--- config.mk ---
export PLATFORM = sky130hd
export DESIGN_NAME = vna_ram
export DESIGN_NICKNAME = d
export VERILOG_FILES = /design/src/hw/rtl/vna_ram.sv
export SDC_FILE = /design/constraint.sdc
export NUM_CORES = 1
export LEC_CHECK = 0
export BUFFER_PORTS_ARGS = -buffer_cell sky130_fd_sc_hd__buf_2
export CAP_MARGIN = 20
export CORE_MARGIN = 3
export CORE_UTILIZATION = 60
export DETAILED_ROUTE_END_ITERATION = 16
export PLACE_DENSITY = 0.81
export SLEW_MARGIN = 20
export SYNTH_ARGS = -nofsm -noshare
export SYNTH_HDL_FRONTEND = slang
export SYNTH_SLANG_ARGS = --single-unit
--- constraint.sdc ---
create_clock -name clk -period 2.2 [get_ports clk]
set_input_delay 0.33 -clock clk [delete_from_list [all_inputs] [get_ports clk]]
set_output_delay 0.33 -clock clk [all_outputs]
set_load 0.03 [all_outputs]
--- src/hw/rtl/vna_ram.sv ---
module vna_ram #(
  parameter int WIDTH = 8,
  parameter int DEPTH = 16,
  localparam int AW = $clog2(DEPTH)
) (
  input  logic             clk,
  input  logic             we,
  input  logic [AW-1:0]    addr,
  input  logic [WIDTH-1:0] wdata,
  output logic [WIDTH-1:0] rdata
);

  logic [WIDTH-1:0] mem [DEPTH];

  always_ff @(posedge clk) begin
    if (we) begin
      mem[addr] <= wdata;
    end
    rdata <= mem[addr];
  end

endmodule

==> run summary <==
RUN STATUS
------------------------------------------------------------------------------------------
Result of the run                                                             complete, no violations

DRT
------------------------------------------------------------------------------------------
Residual DRC count                                                                       0
DRC violation total after the first TritonRoute iteration                              317
Detail Route Antenna Nets                                                                0
Drt via density                                                                       6.45
Total routed wirelength                                                            9.87 mm
DR vias                                                                               2562
Post-DR wirelength/cell                                                            24.9 µm
Number of search-and-repair iterations in the first detailed-routing pass                6

CLOCK NETWORK
------------------------------------------------------------------------------------------
Clock sink count                                                                       136
Maximum count of clock buffers along a single path                                       2
Insertion delay to the later sink of the worst-skew pair                           0.52 ns
Post-cts hold buffer count                                                               0
Clock buffer count from CTS                                                             17
Clock edge transition at the registers on the reported setup and hold paths        0.07 ns
Clock Root Buffer                                                                 clkbuf_8
TritonCTS clock tree                                                                 built
Clock H-tree levels                                                                      4
Total setup buffers inserted after CTS                                                   0
Resized Gates After CTS                                                                  0

GRT
------------------------------------------------------------------------------------------
Largest net degree at the start of global routing                                       40
First-pass GRT wire length                                                         15.7 mm
Via count of the first global-routing pass                                            2626
Leftover overflow at the end of global routing                                           0
Global-route usage over all layers                                                   22.8%
Initial antenna violation count                                                          0

TIMING
------------------------------------------------------------------------------------------
Max-slew violations                                                                      0
Final Hold Violating Endpoints                                                           0
Summed negative setup slack over all endpoints                                        0 ns
Max_slew headroom                                                                    51.9%
Setup Skew                                                                      0.00889 ns
Worst-case setup margin in the final layout                                       0.784 ns
Slew at the pin closest to its max-slew limit                                     0.719 ns
Endpoints failing setup                                                                  0
Final Cycle Share                                                                    64.4%
Shortest period the worst path allows                                              1.42 ns
Unrepaired setup endpoints after global routing                                      false
Timing-limited maximum frequency                                                   706 MHz

PLACED DESIGN
------------------------------------------------------------------------------------------
Placer's final routability congestion estimate                                       0.832
Setup slack at placement                                                          0.334 ns
Final HPWL from detailed placement                                                 5.90 mm
Count of port buffers added during placement                                            21
Instance area after placement                                                  0.00543 mm²

CRITICAL PATH
------------------------------------------------------------------------------------------
Start of the worst register-to-register path                                  mem[3][2]$_DFFE_PP_
Top fanout value on the critical path                                                    1
Worst path slowest cell                                                            dfxtp_1
Type of the worst setup path                                                  flip-flop to primary output
Worst reg2reg path endpoint                                                   rdata[2]$_DFF_P_
Kind of start point of the critical path                                         flip-flop
Data arrival time of the worst path                                                1.09 ns
Data required, critical path                                                       1.87 ns
Endpoint class of the critical path                                           primary output
Family with the most delay on the worst path                                    flip-flops
Cell breakdown of the critical path                                                  buf_2
Reg2Reg Depth                                                                            3
Worst reg2reg setup slack                                                          0.79 ns
Worst path buffer plus inverter count                                                    1
Largest incremental delay on the critical path                                     0.36 ns

FLOORPLAN
------------------------------------------------------------------------------------------
Core Footprint                                                                 0.00797 mm²
Horizontal die dimension                                                           97.9 µm
Full die area                                                                  0.00958 mm²
Effective utilization at floorplan                                                   63.6%
Chip height                                                                        97.9 µm
Number of primary I/O pins                                                              22
Row count                                                                               32

LAYOUT
------------------------------------------------------------------------------------------
Area Growth Syn to Fin                                                               18.8%
Most used cells in the layout excluding fill and tap cells                    edfxtp_1, mux4_2, buf_4
Most common cell after layout, fill and taps aside                                edfxtp_1
Final core utilization                                                               75.6%
Fraction of final layout cells sized beyond drive strength 1                         36.9%
Antenna diode count                                                                      0
Post-layout instance area                                                      0.00602 mm²
Nets                                                                                   296

LOGIC SYNTHESIS
------------------------------------------------------------------------------------------
Count of unique library cells instantiated by Yosys                                     18
Synthesized Nets                                                                       244
Synth Warn #                                                                             0
Register bit count reported by yosys                                                   136
Ranking of synthesized cells by area                                          edfxtp_1, mux4_2, dfxtp_1
Avg Inst Size Synth                                                               22.0 µm²
Cells after Synth                                                                      230
Netlist area before placement                                                  0.00507 mm²
Share of the synthesized area in the top cell type                                   75.9%
Largest area contributor in the synthesized netlist                               edfxtp_1
Part of the Yosys area used for sequential elements                                  79.0%

MIN PATH
------------------------------------------------------------------------------------------
Worst hold-check path type                                                    primary input to flip-flop
Number of cells traversed by the worst hold path                                         1
Sink of the worst hold path                                                   mem[15][5]$_DFFE_PP_
Startpoint of the most critical hold path                                         wdata[5]

PWR
------------------------------------------------------------------------------------------
Peak ir drop on the vdd network                                                   0.758 mV
Total design power                                                               0.00603 W
Power density cells                                                            1000 mW/mm²
LEAKAGE                                                                            2.02 nW

JOB
------------------------------------------------------------------------------------------
Count of maximum capacitance violations                                                  0

==> per-layer routing <==
layer  vias up  share of wire, %  global-route usage (%)
met5         -                 0                       0
met4         0               2.6                    8.09
met3        33               9.2                    7.57
met2       167                50                    35.1
met1      1291                38                    31.1
li1       1071                 -                       -
==> area by class of cell <==
class	count	area, µm²
sequential	136	4000
fill	429	1950
multi-input combinational	83	1000
clock buffer	17	414
timing repair buffer	44	290
clock inverter	15	181
tap	102	128
==> cells in the mapped netlist <==
library cell / n
or3b_2: 1
clkbuf_1: 2
and2_1: 1
nand2b_1: 2
a22oi_1: 16
edfxtp_1: 128
buf_6: 2
nor2_1: 13
buf_1: 4
nor3_1: 4
clkbuf_2: 1
nor2b_1: 2
nand3b_1: 2
mux4_2: 32
dfxtp_1: 8
buf_2: 2
nand3_1: 1
nand2_1: 9
==> sequential cells by signal (all words and copies together), names as in the netlist <==
name and count:
mem 128, rdata 8
==> power breakdown <==
part | leakage [nW] | total (W) | switching (W) | internal, W
clock network | 0.281 | 0.00281 | 0.00115 | 0.00166
logic | 0.520 | 0.000302 | 0.000186 | 0.000117
registers | 1.22 | 0.00291 | 0.0000185 | 0.00290
total | 2.02 | 0.00603 | 0.00135 | 0.00467
==> logic make-up (layout without fill, tap and decap cells) <==
| logic type | Yosys count | count (layout) | share of synthesized area (%) |
|---|---|---|---|
| and+or+nand+nor | 35 | 35 | 3.21 |
| DFF | 136 | 136 | 79.0 |
| muxes | 32 | 32 | 14.2 |
| buffers and inverters | 11 | 76 | 1.19 |
| AOI/OAI and AO/OA | 16 | 16 | 2.37 |
==> metrics by stage <==
stage / hold WS (ns) / cells
after floorplan: 0.429 / 230
after global placement: 0.650 / 365
after detailed placement: 0.650 / 365
after CTS: 0.181 / 397
after global routing: 0.183 / 397
final: 0.195 / 397
==> how the worst max path moves through the flow <==
| stage | startpoint | to | slack [ns] | cells past startpoint |
|---|---|---|---|---|
| finish | rdata[6]$_DFF_P_ | rdata[6] | 0.78 | 1 |
| CTS | rdata[6]$_DFF_P_ | rdata[6] | 0.76 | 1 |
| global placement | addr[1] | rdata[7]$_DFF_P_ | 0.34 | 5 |
| detailed placement | addr[1] | rdata[7]$_DFF_P_ | 0.33 | 5 |
| global route | mem[3][7]$_DFFE_PP_ | rdata[7]$_DFF_P_ | 0.74 | 3 |
| floorplan | addr[2] | mem[0][0]$_DFFE_PP_ | 0.38 | 2 |
Power figures use the tool's default switching activity.
