## config.mk

```make
export PLATFORM = sky130hd
export DESIGN_NAME = vna_norm
export DESIGN_NICKNAME = d
export VERILOG_FILES = /design/src/hw/rtl/vna_pkg.sv /design/src/hw/rtl/vna_norm.sv
export SDC_FILE = /design/constraint.sdc
export NUM_CORES = 2
export LEC_CHECK = 0
export BUFFER_PORTS_ARGS = -buffer_cell sky130_fd_sc_hd__buf_2
export CORE_ASPECT_RATIO = 0.5
export CORE_MARGIN = 2
export CORE_UTILIZATION = 65
export DETAILED_ROUTE_END_ITERATION = 12
export PLACE_DENSITY = 0.79
export SLEW_MARGIN = 15
export SYNTH_ARGS = -nofsm -noshare
export SYNTH_HDL_FRONTEND = slang
export SYNTH_SLANG_ARGS = --single-unit
```

## constraint.sdc

```tcl
create_clock -name clk -period 19.4 [get_ports clk]
set_input_delay 0.97 -clock clk [delete_from_list [all_inputs] [get_ports clk]]
set_output_delay 0.97 -clock clk [all_outputs]
set_load 0.02 [all_outputs]
```

## src/hw/rtl/vna_pkg.sv

```systemverilog
package vna_pkg;

  localparam int MAX_VERTICES = 1024;
  localparam int IDX_W = $clog2(MAX_VERTICES);
  localparam int CNT_W = IDX_W + 1;
  localparam int CMD_W = 2;
  localparam int POS_W = 16;
  localparam int EDGE_W = POS_W + 1;
  localparam int PROD_W = 2 * EDGE_W;
  localparam int CR_W = PROD_W + 1;
  localparam int SUM_W = 24;
  localparam int UNIT_W = 16;
  localparam int VTX_W = 3 * POS_W;
  localparam int NRM_W = 3 * SUM_W + 1;

  localparam logic [CMD_W-1:0] CMD_LOAD = 2'd0;
  localparam logic [CMD_W-1:0] CMD_ADD = 2'd1;
  localparam logic [CMD_W-1:0] CMD_READ = 2'd2;

  typedef logic [2:0][CR_W-1:0] cross_vec_t;
  typedef logic [2:0][UNIT_W-1:0] unit_vec_t;

  typedef struct packed {
    logic done;
    logic zero;
  } norm_stat_t;

endpackage

```

## src/hw/rtl/vna_norm.sv

```systemverilog
module vna_norm (
  input  logic                clk,
  input  logic                rst,
  input  logic                start,
  input  vna_pkg::cross_vec_t cr,
  output vna_pkg::unit_vec_t  unit,
  output vna_pkg::norm_stat_t stat
);
  import vna_pkg::*;

  localparam int MAG_W = 30;
  localparam int SQ_W = 2 * MAG_W;
  localparam int RT_W = 64;
  localparam int NUM_W = MAG_W + 15;
  localparam int Q_W = 15;
  localparam int REM_W = 32;

  localparam logic [2:0] U_IDLE = 3'd0;
  localparam logic [2:0] U_MAG = 3'd1;
  localparam logic [2:0] U_SHR = 3'd2;
  localparam logic [2:0] U_SHL = 3'd3;
  localparam logic [2:0] U_SQ = 3'd4;
  localparam logic [2:0] U_SQRT = 3'd5;
  localparam logic [2:0] U_DLOAD = 3'd6;
  localparam logic [2:0] U_DIV = 3'd7;

  logic [2:0] state;
  logic [CR_W-1:0] mag [3];
  logic [2:0] neg;
  logic [5:0] cnt;
  logic [1:0] comp;
  logic [SQ_W-1:0] sq_prod;
  logic [RT_W-1:0] len;
  logic [RT_W-1:0] root;
  logic [RT_W-1:0] bit_q;
  logic [REM_W-1:0] rem;
  logic [Q_W-1:0] low;
  logic [Q_W-1:0] quo;
  logic done;
  logic zero;

  logic [MAG_W-1:0] sq_op;
  logic [MAG_W-1:0] div_mag;
  logic [RT_W-1:0] rt_sum;
  logic [NUM_W-1:0] num;
  logic [REM_W-1:0] trial;
  logic [Q_W-1:0] quo_next;
  logic [REM_W-1:0] rem_next;
  logic all_zero;
  logic any_high;
  logic any_top;

  always_comb begin
    case (cnt[1:0])
      2'd0: sq_op = mag[0][MAG_W-1:0];
      2'd1: sq_op = mag[1][MAG_W-1:0];
      2'd2: sq_op = mag[2][MAG_W-1:0];
      default: sq_op = '0;
    endcase
    case (comp)
      2'd0: div_mag = mag[0][MAG_W-1:0];
      2'd1: div_mag = mag[1][MAG_W-1:0];
      default: div_mag = mag[2][MAG_W-1:0];
    endcase
    all_zero = (mag[0] == '0) && (mag[1] == '0) && (mag[2] == '0);
    any_high = (mag[0][CR_W-1:MAG_W] != '0) || (mag[1][CR_W-1:MAG_W] != '0) ||
               (mag[2][CR_W-1:MAG_W] != '0);
    any_top = mag[0][MAG_W-1] || mag[1][MAG_W-1] || mag[2][MAG_W-1];
    rt_sum = root + bit_q;
    num = {div_mag, 14'd0} + NUM_W'(root[RT_W-1:1]);
    trial = {rem[REM_W-2:0], low[Q_W-1]};
    if (trial >= root[REM_W-1:0]) begin
      rem_next = trial - root[REM_W-1:0];
      quo_next = {quo[Q_W-2:0], 1'b1};
    end else begin
      rem_next = trial;
      quo_next = {quo[Q_W-2:0], 1'b0};
    end
  end

  always_ff @(posedge clk) begin
    if (rst) begin
      state <= U_IDLE;
      done <= 1'b0;
      zero <= 1'b0;
    end else begin
      done <= 1'b0;
      case (state)
        U_IDLE: begin
          if (start) begin
            state <= U_MAG;
          end
        end
        U_MAG: begin
          for (int k = 0; k < 3; k++) begin
            neg[k] <= cr[k][CR_W-1];
            mag[k] <= cr[k][CR_W-1] ? (~cr[k] + 1'b1) : cr[k];
          end
          state <= U_SHR;
        end
        U_SHR: begin
          if (all_zero) begin
            zero <= 1'b1;
            done <= 1'b1;
            state <= U_IDLE;
          end else if (any_high) begin
            for (int k = 0; k < 3; k++) mag[k] <= mag[k] >> 1;
          end else begin
            state <= U_SHL;
          end
        end
        U_SHL: begin
          if (!any_top) begin
            for (int k = 0; k < 3; k++) mag[k] <= mag[k] << 1;
          end else begin
            cnt <= '0;
            len <= '0;
            state <= U_SQ;
          end
        end
        U_SQ: begin
          sq_prod <= sq_op * sq_op;
          if (cnt != '0) begin
            len <= len + RT_W'(sq_prod);
          end
          cnt <= cnt + 1'b1;
          if (cnt == 6'd3) begin
            cnt <= '0;
            root <= '0;
            bit_q <= RT_W'(1) << 62;
            state <= U_SQRT;
          end
        end
        U_SQRT: begin
          if (len >= rt_sum) begin
            len <= len - rt_sum;
            root <= (root >> 1) + bit_q;
          end else begin
            root <= root >> 1;
          end
          bit_q <= bit_q >> 2;
          cnt <= cnt + 1'b1;
          if (cnt == 6'd31) begin
            comp <= '0;
            state <= U_DLOAD;
          end
        end
        U_DLOAD: begin
          rem <= REM_W'(num[NUM_W-1:Q_W]);
          low <= num[Q_W-1:0];
          quo <= '0;
          cnt <= '0;
          state <= U_DIV;
        end
        U_DIV: begin
          rem <= rem_next;
          quo <= quo_next;
          low <= low << 1;
          cnt <= cnt + 1'b1;
          if (cnt == 6'(Q_W - 1)) begin
            unit[comp] <= neg[comp] ? (~UNIT_W'(quo_next) + 1'b1) : UNIT_W'(quo_next);
            if (comp == 2'd2) begin
              zero <= 1'b0;
              done <= 1'b1;
              state <= U_IDLE;
            end else begin
              comp <= comp + 1'b1;
              state <= U_DLOAD;
            end
          end
        end
        default: state <= U_IDLE;
      endcase
    end
  end

  assign stat.done = done;
  assign stat.zero = zero;

endmodule

```

==> results by group <==
Timing
  – Hold Violations, Final: 0
  – Final hold slack: 481 ps
  – RSZ-0062 raised after global routing: no
  – Final setup fails: 0
  – Slew Viols, Final: 0
  – Final TNS setup: 0 ps
  – Slew HR: 0.0839
  – Shortest period the worst path allows: 11740 ps
  – Worst-margin pin slew: about 1400 ps
  – Post-route clock skew: around 48 ps
  – Final Cycle Share: 0.605
  – Fmax: around 0.085 GHz

Floorplan
  – Initial Util: 0.653
  – # rows: 80
  – Die width: ~440 um
  – Die height: 222 um
  – IO Pins: 158
  – Die area: 0.0980 mm^2
  – Core area: 0.0949 mm^2

Clocking
  – CTS tree: built
  – Post-CTS setup buffers: 0
  – Htree depth: 2
  – CTS Buf Count: between 40 and 50
  – CTS clk-pin slew, worst paths: 80 ps
  – Clock sinks: 448
  – CTS root buf: clkbuf_16
  – Post_cts resized: 0
  – Clk Latency, worst-skew pair: approximately 650 ps
  – Maximum buffer depth of the clock tree: 3
  – Hold-fix buffers, CTS: 0

Cells and area
  – Area of the multi-input gates: 0.0436 mm^2
  – Sequential Area: 0.0134 mm^2
  – Layout area overhead: 5.55%
  – Layout Nets: 8353
  – Layout cell share with drive strength beyond 1: 0.0519
  – Fillers: between 7000 and 8000

Placed design
  – GP Congestion: roughly 1.1
  – Count of input and output buffers: 157
  – Post-DP HPWL: 169000 um

Synthesis
  – Synth Net Count: 8377
  – Sequential share of the synthesized area: 0.216
  – Synth area leader: fa_1
  – Dominant synthesized flop cell: edfxtp_1
  – Post-synthesis cell area: ~0.062 mm^2
  – Top cells by area, synth: fa_1, edfxtp_1, ha_1
  – Post-synth top cells: inv_1, nand2_1, fa_1
  – Ys Warns: 0
  – Ys async rst share: 0
  – Number of flops mapped to enable cells by yosys: 443
  – Post-synthesis instance total: 7057
  – Area share of the largest cell type after synthesis: 0.226
  – Yosys reg bits: around 450
  – Most numerous cell in the Yosys netlist: inv_1
  – Post-synth cell types: 87
  – Synthesized area per cell: 8.78 um^2

Detailed routing
  – Vias: 54700
  – Total Wirelength: between 200000 and 250000 um
  – Via/cell ratio: 6.55
  – Iter 0 DRT Violations: around 7800
  – ANT nets after route: 0
  – Per-cell routed wire length: 25.4 um
  – DRC Markers: 0
  – Pre-Repair DR Iteration Count: 9

Setup path
  – Data arrival, critical path: 12130 ps
  – Critical-path top delay cell: nor2_1
  – CP Launch Type: flop
  – Crit path largest cell delay: 1060 ps
  – Req. time, crit path: 19800 ps
  – CP endpoint kind: flop
  – Critical Path Fanout Max: 31
  – WS Path Type: reg2reg

Global route
  – Tot GR Track Use: 0.430
  – Largest net degree at the start of global routing: 114
  – Total gr overflow: 0
  – Initial antenna violation count: 12
  – First-pass GRT wire length: 319000 um
  – Vias in the first global route: ~53000

Hold path
  – Tightest Hold Check Type: reg2reg

Status
  – Status: completed

Job
  – Max Cap Viol: 0
final timing paths:
path,cells after the start,slack (ps),endpoint,from
setup / recovery,35,7660,sq_prod[54],cnt[0]
hold / removal,2,480,zero,zero
setup reg to reg,35,7660,sq_prod[54],cnt[0]
hold reg to reg,2,480,zero,zero
cells in the final DEF (no fill, tap or decap), types with 17 or more instances in the layout:
master,n
a211oi_1,79
a21o_1,131
a21oi_1,378
a22oi_1,54
a31o_2,17
a31oi_1,83
and2_1,54
and3_1,63
buf_2,157
buf_4,55
clkbuf_16,48
edfxtp_1,443
fa_1,700
ha_1,511
inv_1,1048
nand2_1,839
nand2b_1,47
nand3_1,75
nand4_1,100
nor2_1,562
nor2b_1,37
nor3_1,67
nor4_1,53
o211ai_1,19
o21a_1,41
o21ai_0,428
o21bai_1,59
o22ai_1,19
o31ai_1,67
or2_2,21
or3_1,48
or4_1,21
xnor2_1,220
xor2_1,249
cell type report:
class | instances | area share
timing repair buffer | 213 | 0.0186
tap | 1271 | 0.0243
inverter | 1056 | 0.0606
sequential | 448 | 0.205
antenna | 1 | 0.0000383
multi-input combinational | 5266 | 0.667
clock buffer | 56 | 0.0188
clock inverter | 33 | 0.00610
per-layer routing:
metal	vias to the layer above	global-route usage	part of all wire
met1	26500	0.610	0.39
li1	23800	-	-
met4	2	0.180	0.051
met2	3806	0.617	0.41
met3	652	0.124	0.14
met5	-	0	0.000052
kinds of logic (layout without fill, tap and decap cells):
group                    after synthesis  count (layout)  synth area share
AO/OA/AOI/OAI                       1522            1522             0.155
other                                  0               1                 0
XOR/XNOR                             469             469            0.0663
AND/OR/NAND/NOR                     2047            2047             0.149
adder cells (fa/ha/maj)             1212            1212             0.330
flip-flops                           448             448             0.216
buffers and inverters               1343            1358            0.0817
multiplexers                          16              16           0.00258
flip-flops by register name (all words and copies together), names as in the netlist, 14 cells and up:
name / count
mag: 105
len: 64
root: 64
sq_prod: 59
unit: 48
bit_q: 32
rem: 31
low: 15
quo: 14
worst max-delay path: cells and delay by family, from the launching register on:
kind	cells	cell delay, ps
fa+ha+maj	10	4590
simple gates	6	2340
compound gates	8	2160
buf+inv	10	1790
flops	1	470
xor+xnor	1	160
stage by stage:
stage	cells	instance area (um^2)	utilization	setup slack [ps]
after floorplan	7057	62000	-	9990
after global placement	8253	63700	0.672	7670
after detailed placement	8254	63800	0.672	8220
after CTS	8343	65400	0.689	8230
after global routing	8343	65400	0.689	7580
final	8344	65400	0.689	7660
Power is left out: the tool's default activity adds up to more than one toggle a clock period on the data nets, which glitch-free logic cannot reach.
